<file path="config.mk">
export PLATFORM = sky130hd
export DESIGN_NAME = rf_control_packet_to_crsf_rc_frame
export DESIGN_NICKNAME = d
export VERILOG_FILES = /design/src/sv/rfcrsf_pkg.sv /design/src/sv/rfcrsf_ctrl.sv /design/src/sv/rfcrsf_dp.sv /design/src/sv/rf_control_packet_to_crsf_rc_frame.sv
export SDC_FILE = /design/constraint.sdc
export NUM_CORES = 1
export LEC_CHECK = 0
export ABC_AREA = 0
export BUFFER_PORTS_ARGS = -buffer_cell sky130_fd_sc_hd__buf_4
export CORE_UTILIZATION = 34
export CTS_CLUSTER_DIAMETER = 60
export DETAILED_ROUTE_END_ITERATION = 7
export GPL_TIMING_DRIVEN = 0
export SETUP_SLACK_MARGIN = 0.15
export SKIP_LAST_GASP = 1
export SYNTH_ARGS = -nofsm -noshare
export SYNTH_HDL_FRONTEND = slang
export SYNTH_SLANG_ARGS = --single-unit
</file>
<file path="constraint.sdc">
create_clock -name clk -period 7.4 [get_ports clk]
set_input_delay 1.48 -clock clk [delete_from_list [all_inputs] [get_ports clk]]
set_output_delay 1.48 -clock clk [all_outputs]
set_load 0.005 [all_outputs]
</file>
<file path="src/sv/rfcrsf_pkg.sv">
// Shared types, constants and CRC functions of the RF packet to RC frame encoder.
package rfcrsf_pkg;

  localparam logic [7:0] SYNC_BYTE = 8'hA5;
  localparam logic [7:0] CRSF_ADDR = 8'hC8;
  localparam logic [7:0] CRSF_LEN  = 8'd24;
  localparam logic [7:0] CRSF_TYPE = 8'h16;

  localparam logic [3:0] RF_CRC_POS   = 4'd11;
  localparam logic [3:0] CHAN_FIRST   = 4'd3;
  localparam logic [3:0] CHAN_LAST    = 4'd10;
  localparam logic [3:0] POS_MAX      = 4'd15;

  localparam logic [4:0] FRM_TYPE_IDX = 5'd2;
  localparam logic [4:0] FRM_PAY_LAST = 5'd24;
  localparam logic [4:0] FRM_LAST_IDX = 5'd25;

  localparam logic [10:0] CH_MAX     = 11'd2047;
  localparam logic [10:0] CH_MID     = 11'd992;
  localparam logic [10:0] CH_SPAN    = 11'd1984;
  localparam logic [10:0] US_SPAN    = 11'd1000;
  localparam logic [10:0] DEN_RAW    = 11'd2047;
  localparam logic [10:0] DEN_US     = 11'd1000;

  // Reciprocals of the divisors scaled by 2^32 and rounded up; the floor of
  // product >> 32 is exact for every dividend below 2^21.
  localparam logic [22:0] RCP_RAW    = 23'd2098177;
  localparam logic [22:0] RCP_US     = 23'd4294968;

  // Channels 4..15 idle at mid stick; channels 0..3 are filled in later.
  localparam logic [175:0] PAY_INIT = {{12{CH_MID}}, 44'd0};

  typedef enum logic [2:0] {
    ST_IDLE,
    ST_MUL1,
    ST_DIV1,
    ST_MUL2,
    ST_DIV2,
    ST_STORE,
    ST_EMIT
  } state_t;

  typedef struct packed {
    logic in_take;
    logic start;
    logic mul1;
    logic mul2;
    logic div_step;
    logic den_sel;
    logic store_ch;
    logic emit;
  } cmd_t;

  typedef struct packed {
    logic pkt_ok;
    logic last_ch;
    logic last_byte;
    logic out_free;
  } stat_t;

  function automatic logic [7:0] rf_crc_step(input logic [7:0] crc, input logic [7:0] b);
    logic [7:0] c;
    logic       mix;
    c = crc;
    for (int i = 0; i < 8; i++) begin
      mix = c[0] ^ b[i];
      c = c >> 1;
      if (mix) begin
        c = c ^ 8'h8C;
      end
    end
    return c;
  endfunction

  function automatic logic [7:0] crsf_crc_step(input logic [7:0] crc, input logic [7:0] b);
    logic [7:0] c;
    c = crc ^ b;
    for (int i = 0; i < 8; i++) begin
      if (c[7]) begin
        c = (c << 1) ^ 8'hD5;
      end else begin
        c = c << 1;
      end
    end
    return c;
  endfunction

endpackage

</file>
<file path="src/sv/rfcrsf_ctrl.sv">
// Sequencing state machine: packet intake, channel scaling steps and frame output.
module rfcrsf_ctrl import rfcrsf_pkg::*; (
  input  logic  clk,
  input  logic  rst_n,
  input  logic  in_valid,
  output logic  in_stall,
  input  stat_t stat,
  output cmd_t  cmd
);

  state_t state_r;
  state_t state_nxt;

  always_ff @(posedge clk) begin
    if (!rst_n) begin
      state_r <= ST_IDLE;
    end else begin
      state_r <= state_nxt;
    end
  end

  always_comb begin
    state_nxt = state_r;
    case (state_r)
      ST_IDLE: begin
        if (in_valid && stat.pkt_ok) begin
          state_nxt = ST_MUL1;
        end
      end
      ST_MUL1: state_nxt = ST_DIV1;
      ST_DIV1: state_nxt = ST_MUL2;
      ST_MUL2: state_nxt = ST_DIV2;
      ST_DIV2: state_nxt = ST_STORE;
      ST_STORE: begin
        if (stat.last_ch) begin
          state_nxt = ST_EMIT;
        end else begin
          state_nxt = ST_MUL1;
        end
      end
      ST_EMIT: begin
        if (stat.out_free && stat.last_byte) begin
          state_nxt = ST_IDLE;
        end
      end
      default: state_nxt = ST_IDLE;
    endcase
  end

  always_comb begin
    cmd      = '0;
    in_stall = 1'b1;
    case (state_r)
      ST_IDLE: begin
        in_stall    = 1'b0;
        cmd.in_take = in_valid;
        cmd.start   = in_valid && stat.pkt_ok;
      end
      ST_MUL1: cmd.mul1 = 1'b1;
      ST_DIV1: cmd.div_step = 1'b1;
      ST_MUL2: cmd.mul2 = 1'b1;
      ST_DIV2: begin
        cmd.div_step = 1'b1;
        cmd.den_sel  = 1'b1;
      end
      ST_STORE: cmd.store_ch = 1'b1;
      ST_EMIT: cmd.emit = stat.out_free;
      default: in_stall = 1'b1;
    endcase
  end

  // A packet start only comes out of idle and leads into the first multiply.
  a_start_to_mul: assert property (@(posedge clk) disable iff (!rst_n)
    cmd.start |=> state_r == ST_MUL1)
    else $error("packet start did not enter scaling");

  // Scaling always ends in a store before the next multiply or output.
  a_div2_store: assert property (@(posedge clk) disable iff (!rst_n)
    (state_r == ST_DIV2) |=> state_r == ST_STORE)
    else $error("second divide not followed by store");

endmodule

</file>
<file path="src/sv/rfcrsf_dp.sv">
// Datapath: packet checker, scaling multiplier with reciprocal divide, frame builder.
module rfcrsf_dp import rfcrsf_pkg::*; (
  input  logic       clk,
  input  logic       rst_n,
  input  cmd_t       cmd,
  output stat_t      stat,
  input  logic [7:0] in_rf_byte,
  input  logic       in_packet_end,
  input  logic       out_stall,
  output logic       out_valid,
  output logic [7:0] out_frame_byte,
  output logic       out_frame_last
);

  // packet intake
  logic [3:0]  pos_r;
  logic [7:0]  rf_crc_r;
  logic        sync_r;
  logic [15:0] chan_r [4];
  logic [3:0]  chan_ofs;

  // scaling
  logic [20:0] rem_r;
  logic [10:0] quot_r;
  logic [1:0]  ch_idx_r;
  logic [15:0] raw_word;
  logic [10:0] raw_clamp;
  logic [10:0] den;
  logic [22:0] rcp;
  logic [43:0] div_prod;
  logic [10:0] div_q;

  // frame output
  logic [175:0] pay_r;
  logic [7:0]   crsf_crc_r;
  logic [4:0]   byte_idx_r;
  logic [7:0]   cur_byte;
  logic         out_valid_r;
  logic [7:0]   out_byte_r;
  logic         out_last_r;

  assign chan_ofs = pos_r - CHAN_FIRST;

  always_ff @(posedge clk) begin
    if (!rst_n) begin
      pos_r    <= '0;
      rf_crc_r <= '0;
      sync_r   <= 1'b0;
    end else if (cmd.in_take) begin
      if (in_packet_end) begin
        pos_r    <= '0;
        rf_crc_r <= '0;
        sync_r   <= 1'b0;
      end else begin
        if (pos_r < RF_CRC_POS) begin
          rf_crc_r <= rf_crc_step(rf_crc_r, in_rf_byte);
        end
        if (pos_r == 4'd0) begin
          sync_r <= (in_rf_byte == SYNC_BYTE);
        end
        if (pos_r != POS_MAX) begin
          pos_r <= pos_r + 4'd1;
        end
      end
    end
  end

  // Channel words arrive big-endian: even offset is the high byte.
  always_ff @(posedge clk) begin
    if (cmd.in_take && !in_packet_end && pos_r >= CHAN_FIRST && pos_r <= CHAN_LAST) begin
      if (chan_ofs[0]) begin
        chan_r[chan_ofs[2:1]][7:0] <= in_rf_byte;
      end else begin
        chan_r[chan_ofs[2:1]][15:8] <= in_rf_byte;
      end
    end
  end

  assign stat.pkt_ok = in_packet_end && (pos_r == RF_CRC_POS) && sync_r
                       && (in_rf_byte == rf_crc_r);

  assign raw_word  = chan_r[ch_idx_r];
  assign raw_clamp = (raw_word > 16'(CH_MAX)) ? CH_MAX : raw_word[10:0];
  assign den       = cmd.den_sel ? DEN_US : DEN_RAW;
  assign rcp       = cmd.den_sel ? RCP_US : RCP_RAW;
  assign div_prod  = 44'(rem_r) * 44'(rcp);
  assign div_q     = div_prod[42:32];

  // Divide by multiplying with the scaled reciprocal.
  always_ff @(posedge clk) begin
    if (cmd.mul1) begin
      rem_r  <= 21'(raw_clamp) * 21'(US_SPAN);
      quot_r <= '0;
    end else if (cmd.mul2) begin
      rem_r  <= 21'(quot_r) * 21'(CH_SPAN);
      quot_r <= '0;
    end else if (cmd.div_step) begin
      quot_r <= div_q;
    end
  end

  always_ff @(posedge clk) begin
    if (!rst_n) begin
      ch_idx_r <= '0;
    end else begin
      if (cmd.start) begin
        ch_idx_r <= '0;
      end else if (cmd.store_ch) begin
        ch_idx_r <= ch_idx_r + 2'd1;
      end
    end
  end

  assign stat.last_ch  = (ch_idx_r == 2'd3);

  always_comb begin
    case (byte_idx_r)
      5'd0:         cur_byte = CRSF_ADDR;
      5'd1:         cur_byte = CRSF_LEN;
      FRM_TYPE_IDX: cur_byte = CRSF_TYPE;
      FRM_LAST_IDX: cur_byte = crsf_crc_r;
      default:      cur_byte = pay_r[7:0];
    endcase
  end

  // Payload bytes leave from the low end; shift after each one.
  always_ff @(posedge clk) begin
    if (cmd.start) begin
      pay_r <= PAY_INIT;
    end else if (cmd.store_ch) begin
      case (ch_idx_r)
        2'd0:    pay_r[10:0]  <= quot_r;
        2'd1:    pay_r[21:11] <= quot_r;
        2'd2:    pay_r[32:22] <= quot_r;
        default: pay_r[43:33] <= quot_r;
      endcase
    end else if (cmd.emit && byte_idx_r > FRM_TYPE_IDX && byte_idx_r <= FRM_PAY_LAST) begin
      pay_r <= pay_r >> 8;
    end
  end

  always_ff @(posedge clk) begin
    if (!rst_n) begin
      byte_idx_r <= '0;
      crsf_crc_r <= '0;
    end else if (cmd.start) begin
      byte_idx_r <= '0;
      crsf_crc_r <= '0;
    end else if (cmd.emit) begin
      byte_idx_r <= byte_idx_r + 5'd1;
      if (byte_idx_r >= FRM_TYPE_IDX && byte_idx_r <= FRM_PAY_LAST) begin
        crsf_crc_r <= crsf_crc_step(crsf_crc_r, cur_byte);
      end
    end
  end

  assign stat.last_byte = (byte_idx_r == FRM_LAST_IDX);
  assign stat.out_free  = !out_valid_r || !out_stall;

  always_ff @(posedge clk) begin
    if (!rst_n) begin
      out_valid_r <= 1'b0;
    end else if (cmd.emit) begin
      out_valid_r <= 1'b1;
    end else if (!out_stall) begin
      out_valid_r <= 1'b0;
    end
  end

  always_ff @(posedge clk) begin
    if (cmd.emit) begin
      out_byte_r <= cur_byte;
      out_last_r <= (byte_idx_r == FRM_LAST_IDX);
    end
  end

  assign out_valid      = out_valid_r;
  assign out_frame_byte = out_byte_r;
  assign out_frame_last = out_last_r;

  // The reciprocal product gives the exact floor quotient.
  a_div_exact: assert property (@(posedge clk) disable iff (!rst_n)
    cmd.div_step |-> ((32'(div_q) * 32'(den) <= 32'(rem_r))
                      && (32'(rem_r) < 32'(div_q) * 32'(den) + 32'(den))))
    else $error("reciprocal divide not exact");

  a_scaled_max: assert property (@(posedge clk) disable iff (!rst_n)
    cmd.store_ch |-> quot_r <= CH_SPAN)
    else $error("scaled channel above span");

  a_emit_free: assert property (@(posedge clk) disable iff (!rst_n)
    cmd.emit |-> (!out_valid_r || !out_stall))
    else $error("frame byte overwrote a pending item");

  a_last_flag: assert property (@(posedge clk) disable iff (!rst_n)
    (cmd.emit && byte_idx_r == FRM_LAST_IDX) |=> (out_valid_r && out_last_r))
    else $error("final frame byte lost its last flag");

endmodule

</file>
<file path="src/sv/rf_control_packet_to_crsf_rc_frame.sv">
// Top level of the RF control packet to CRSF RC-channels frame encoder.
// Packet bytes are taken one per cycle while the block is idle. A packet that is
// exactly 12 bytes long, starts with 0xA5 and ends with a matching CRC-8 starts
// frame building: the input then stalls while four channels are scaled, each by a
// multiply, a reciprocal divide, a second multiply, a second reciprocal divide and
// a store, followed by 26 frame bytes at one per cycle as the output takes them.
// Input reopens the cycle after the last frame byte is loaded into the output
// register, so an accepted packet holds the input off through all of its scaling
// and frame output, and for as long as the output stalls a pending frame byte.
// Rejected packets produce nothing and leave the input open.
module rf_control_packet_to_crsf_rc_frame import rfcrsf_pkg::*; (
  input  logic       clk,
  input  logic       rst_n,
  input  logic       in_valid,
  output logic       in_stall,
  input  logic [7:0] in_rf_byte,
  input  logic       in_packet_end,
  output logic       out_valid,
  input  logic       out_stall,
  output logic [7:0] out_frame_byte,
  output logic       out_frame_last
);

  cmd_t  cmd;
  stat_t stat;

  rfcrsf_ctrl u_ctrl (
    .clk      (clk),
    .rst_n    (rst_n),
    .in_valid (in_valid),
    .in_stall (in_stall),
    .stat     (stat),
    .cmd      (cmd)
  );

  rfcrsf_dp u_dp (
    .clk            (clk),
    .rst_n          (rst_n),
    .cmd            (cmd),
    .stat           (stat),
    .in_rf_byte     (in_rf_byte),
    .in_packet_end  (in_packet_end),
    .out_stall      (out_stall),
    .out_valid      (out_valid),
    .out_frame_byte (out_frame_byte),
    .out_frame_last (out_frame_last)
  );

endmodule

</file>
==> impl_summary.txt <==
----------------------------------------------------
[Synthesis]
  Post-synth ARST share ... 0%
  Area share of the largest cell type after synthesis ... 18.2%
  Seq cells post-synth ... 245
  Top cells by area in the synthesized netlist ... sky130_fd_sc_hd__fa_1 18%, sky130_fd_sc_hd__dfxtp_1 16%, sky130_fd_sc_hd__ha_1 16%, sky130_fd_sc_hd__edfxtp_1 14%, sky130_fd_sc_hd__inv_1 5.6%
  Average cell area after synthesis ... 9.82 um^2
  Post-synth EDFFs ... 91
  Number of instances in the synthesized netlist ... 1961
  Count of synthesis-stage warnings from yosys ... 0
  Biggest area consumer among synthesized cells ... sky130_fd_sc_hd__fa_1
  Synth unique cells ... 74
  Dominant register cell in the synthesized netlist ... sky130_fd_sc_hd__dfxtp_1
  Sequential fraction of the synthesis area ... 30.2%
  Synthesized cell area ... 0.0193 mm^2

[STA]
  Time the final worst path needs with I/O delays and setup ... 6.94 ns
  Worst slew margin ... 22.8%
  Clock skew ... 0.0208 ns
  Actual transition at the worst max-transition pin ... 1.15 ns
  Upper clock frequency limit ... 0.144 GHz
  Fraction of the cycle the final worst path needs ... 93.7%
  Final Slew Violations ... 0
  Final hold vios ... 0
  Unrepaired setup endpoints after global routing ... false
  Number of setup violations in the final report ... 0
  Minimum setup slack in the final design ... 0.464 ns
  Setup TNS after final layout ... 0 ns

[Min path]
  Worst hold start ... u_dp.pay_r[98]
  Min-delay worst type ... reg -> reg

[Route]
  Number of routed nets with antenna violations ... 0
  First-pass DRT Iterations ... 5
  Via/cell ratio ... 4.82
  Post-DR wirelength/cell ... 15.1 um
  Drt first-iter violations ... 725
  DRC ... 0
  Total vias in the final route ... 13526
  Routed wire length ... 42400 um

[CTS]
  Cell at the root of the clock tree ... sky130_fd_sc_hd__clkbuf_16
  H-tree depth reported by CTS ... 1
  Num Clock Sinks ... 245
  Clock transition at the register clock pins on the worst setup and hold paths after CTS ... 0.06 ns
  Insertion delay to the later sink of the worst-skew pair ... 0.54 ns
  CTS tree ... yes
  Number of buffers created by CTS ... 25
  Buffer levels on the longest clock path ... 3

[Floorplanning]
  Number of placed I/O pins ... 24
  Die span in x ... 240 um
  Height of the die ... 240 um
  Count of standard-cell rows ... 86
  Area of the core region ... 0.0555 mm^2
  Starting utilization of the core area ... 34.7%
  DIE AREA ... 0.0576 mm^2

[GRT]
  Aggregate global-route resource usage ... 15.2%
  Antenna violations before repair ... 0
  Wire length of the first global-routing pass ... 70200 um
  Via count of the first global-routing pass ... 13855
  Maximum number of pins on one net before global-route repair ... 26
  Residual overflow from global routing ... 0

[Layout]
  Cell area after layout ... 0.0214 mm^2
  Synth-to-layout area growth ... 11.3%
  Final layout net count ... 2474
  Non-filler instance count after layout ... 2808
  Diode insertion count for antenna repair ... 0
  Filler cell count ... 5580
  Footprint of the flip-flops and latches ... 0.00582 mm^2
  Layout cell share with drive strength beyond 1 ... 6.65%
  Area used by multi-input combinational logic ... 0.0123 mm^2

[Setup path]
  Startpoint types ... flop
  Crit path kind ... reg -> reg
  Launch instance of the worst register-to-register path ... u_ctrl.state_r[1]
  Worst Path Arrival ... 7.42 ns
  Critical path origin ... u_ctrl.state_r[1]
  Critical path data required time ... 7.88 ns
  CP endpoint kind ... flop
  Top fanout value on the critical path ... 10

[Power]
  PwrDens ... 271 mW/mm^2
  Static leakage power ... 9.79 nW
  VDD IR-drop max ... 0.381 mV

[Place]
  Post-detailed-placement half-perimeter wirelength ... 34100 um
  Placer Congestion ... 0.901
  Count of port buffers added during placement ... 22
  Worst slack after detailed placement ... -0.553 ns
  Dpl cells ... 2758
  Placed cell areas ... 0.0205 mm^2

[Job]
  Maxcap violations ... 0

[Run status]
  Run status ... finished, final reports clean

----------------------------------------------------
what timing repair did:
| item | in CTS | in global routing |
|---|---|---|
| setup endpoints to repair | 10 | 11 |
| buffers inserted | 0 | 4 |
| gates resized for setup | 10 | 21 |
| hold buffers | 0 | 0 |
| pin swaps | 2 | 4 |
layout by cell type, fill, tap and decap left out, types with 10 or more instances in the layout:
cell                        count
sky130_fd_sc_hd__clkbuf_16     27
sky130_fd_sc_hd__xnor2_1       50
sky130_fd_sc_hd__edfxtp_1      91
sky130_fd_sc_hd__ha_1         243
sky130_fd_sc_hd__a21o_1        14
sky130_fd_sc_hd__buf_4         27
sky130_fd_sc_hd__or2_2         15
sky130_fd_sc_hd__fa_1         175
sky130_fd_sc_hd__a31oi_1       11
sky130_fd_sc_hd__nor3_1        15
sky130_fd_sc_hd__conb_1        29
sky130_fd_sc_hd__nand2b_1      17
sky130_fd_sc_hd__o21a_1        10
sky130_fd_sc_hd__mux4_2        11
sky130_fd_sc_hd__clkbuf_1      57
sky130_fd_sc_hd__and2_1        19
sky130_fd_sc_hd__and3_1        20
sky130_fd_sc_hd__o21ai_0       32
sky130_fd_sc_hd__nand4_1       14
sky130_fd_sc_hd__a211oi_1      55
sky130_fd_sc_hd__nand3_1       42
sky130_fd_sc_hd__a21oi_1      132
sky130_fd_sc_hd__xor2_1        29
sky130_fd_sc_hd__nor2_1       120
sky130_fd_sc_hd__nand2_1      219
sky130_fd_sc_hd__inv_1        287
sky130_fd_sc_hd__nor2b_1       12
sky130_fd_sc_hd__dfxtp_1      153
routing by layer:
metal,share of wire [%],vias up,routed length (um),track usage [%]
met5,0,-,0,0
met4,1.8,0,778,3.88
met3,4.2,47,1800,1.53
met2,48,248,20500,25.9
met1,46,6580,19400,20.4
li1,-,6651,-,-
cells by family (layout without fill, tap and decap cells):
group                      after synthesis  in the layout  share of synthesized area [%]
AOI/OAI and AO/OA                      313            313                           10.3
other                                    2             29                         0.0390
and+or+nand+nor                        527            527                           12.7
muxes                                   16             16                           1.55
xor gates and xnor gates                85             85                           4.21
DFF                                    245            245                           30.2
adders and majority gates              419            419                           34.0
buffers and inverters                  354            426                           7.00
Yosys cell counts, drive strengths merged, types with 3 or more instances:
cell	instances
o31ai	5
o21ai	39
o21a	10
o211ai	4
nand4	14
and2	19
mux2i	4
ha	243
a211oi	56
nor2b	13
mux4	11
or4	3
nand4b	5
a22oi	6
a21oi	134
nand2b	18
a31oi	14
or3	9
nand2	220
nand3	42
a21boi	7
or2	15
a21o	15
xor2	29
inv	289
o21bai	8
buf	8
nor3	16
clkbuf	56
dfxtp	154
and3	21
edfxtp	91
fa	175
xnor2	54
nor4b	3
nor2	121
cell type report:
type                       instances  area share, %
buffer                            64           1.28
multi-input combinational       1389           57.2
clock buffer                      39           3.61
clock inverter                     5          0.333
tap                              748           4.37
sequential                       245           27.1
timing repair buffer              28          0.969
inverter                         290           5.08
per-stage QoR:
step	util, %	hold WS, ns	power, mW
final	38.6	0.447	5.81
after global routing	38.6	0.464	6.34
after CTS	38.4	0.452	5.88
after detailed placement	36.9	0.444	4.58
after global placement	36.9	0.434	4.51
after floorplan	-	0.423	3.93
report_power, final:
group	switching, mW	internal, mW
clock	0.519	0.759
combinational	1.57	1.26
sequential	0.0960	1.60
flip-flops by register name (all words and copies together) (netlist names), named ones only:
register and cells:
u_dp.crsf_crc_r 8, u_dp.byte_idx_r 5, u_dp.pos_r 4, u_dp.rf_crc_r 8, u_dp.chan_r 64, u_dp.out_valid 1, u_dp.out_frame_last 1, u_dp.ch_idx_r 2
u_dp.pay_r 109, u_ctrl.state_r 3, u_dp.quot_r 11, u_dp.sync_r 1, u_dp.rem_r 18, u_dp.out_frame_byte 8
path summary, 6_finish.rpt:
path	to	slack [ns]	cells after the start
max reg2reg	u_dp.quot_r[8]	0.46	24
min reg2reg	u_dp.pay_r[90]	0.45	2
max	u_dp.quot_r[8]	0.46	24
min	u_dp.pay_r[90]	0.45	2
critical path, stage by stage, from the launching register on:
cell                       delay (ns)
sky130_fd_sc_hd__dfxtp_1         0.29
sky130_fd_sc_hd__buf_2           0.18
sky130_fd_sc_hd__nand2b_2        0.26
sky130_fd_sc_hd__nor2_4          0.20
sky130_fd_sc_hd__buf_6           0.16
sky130_fd_sc_hd__nand2_1         0.21
sky130_fd_sc_hd__inv_1           0.17
sky130_fd_sc_hd__fa_1            0.43
sky130_fd_sc_hd__ha_1            0.30
sky130_fd_sc_hd__inv_1           0.06
sky130_fd_sc_hd__fa_1            0.52
sky130_fd_sc_hd__fa_1            0.55
sky130_fd_sc_hd__inv_1           0.05
sky130_fd_sc_hd__fa_1            0.52
sky130_fd_sc_hd__fa_1            0.52
sky130_fd_sc_hd__ha_1            0.35
sky130_fd_sc_hd__nand2_1         0.07
sky130_fd_sc_hd__a211oi_2        0.24
sky130_fd_sc_hd__or4b_4          0.51
sky130_fd_sc_hd__a31oi_4         0.33
sky130_fd_sc_hd__o21ai_2         0.13
sky130_fd_sc_hd__a31oi_4         0.24
sky130_fd_sc_hd__o21ai_2         0.09
sky130_fd_sc_hd__or4_1           0.40
sky130_fd_sc_hd__nand3_1         0.09
Power figures use the tool's default switching activity.
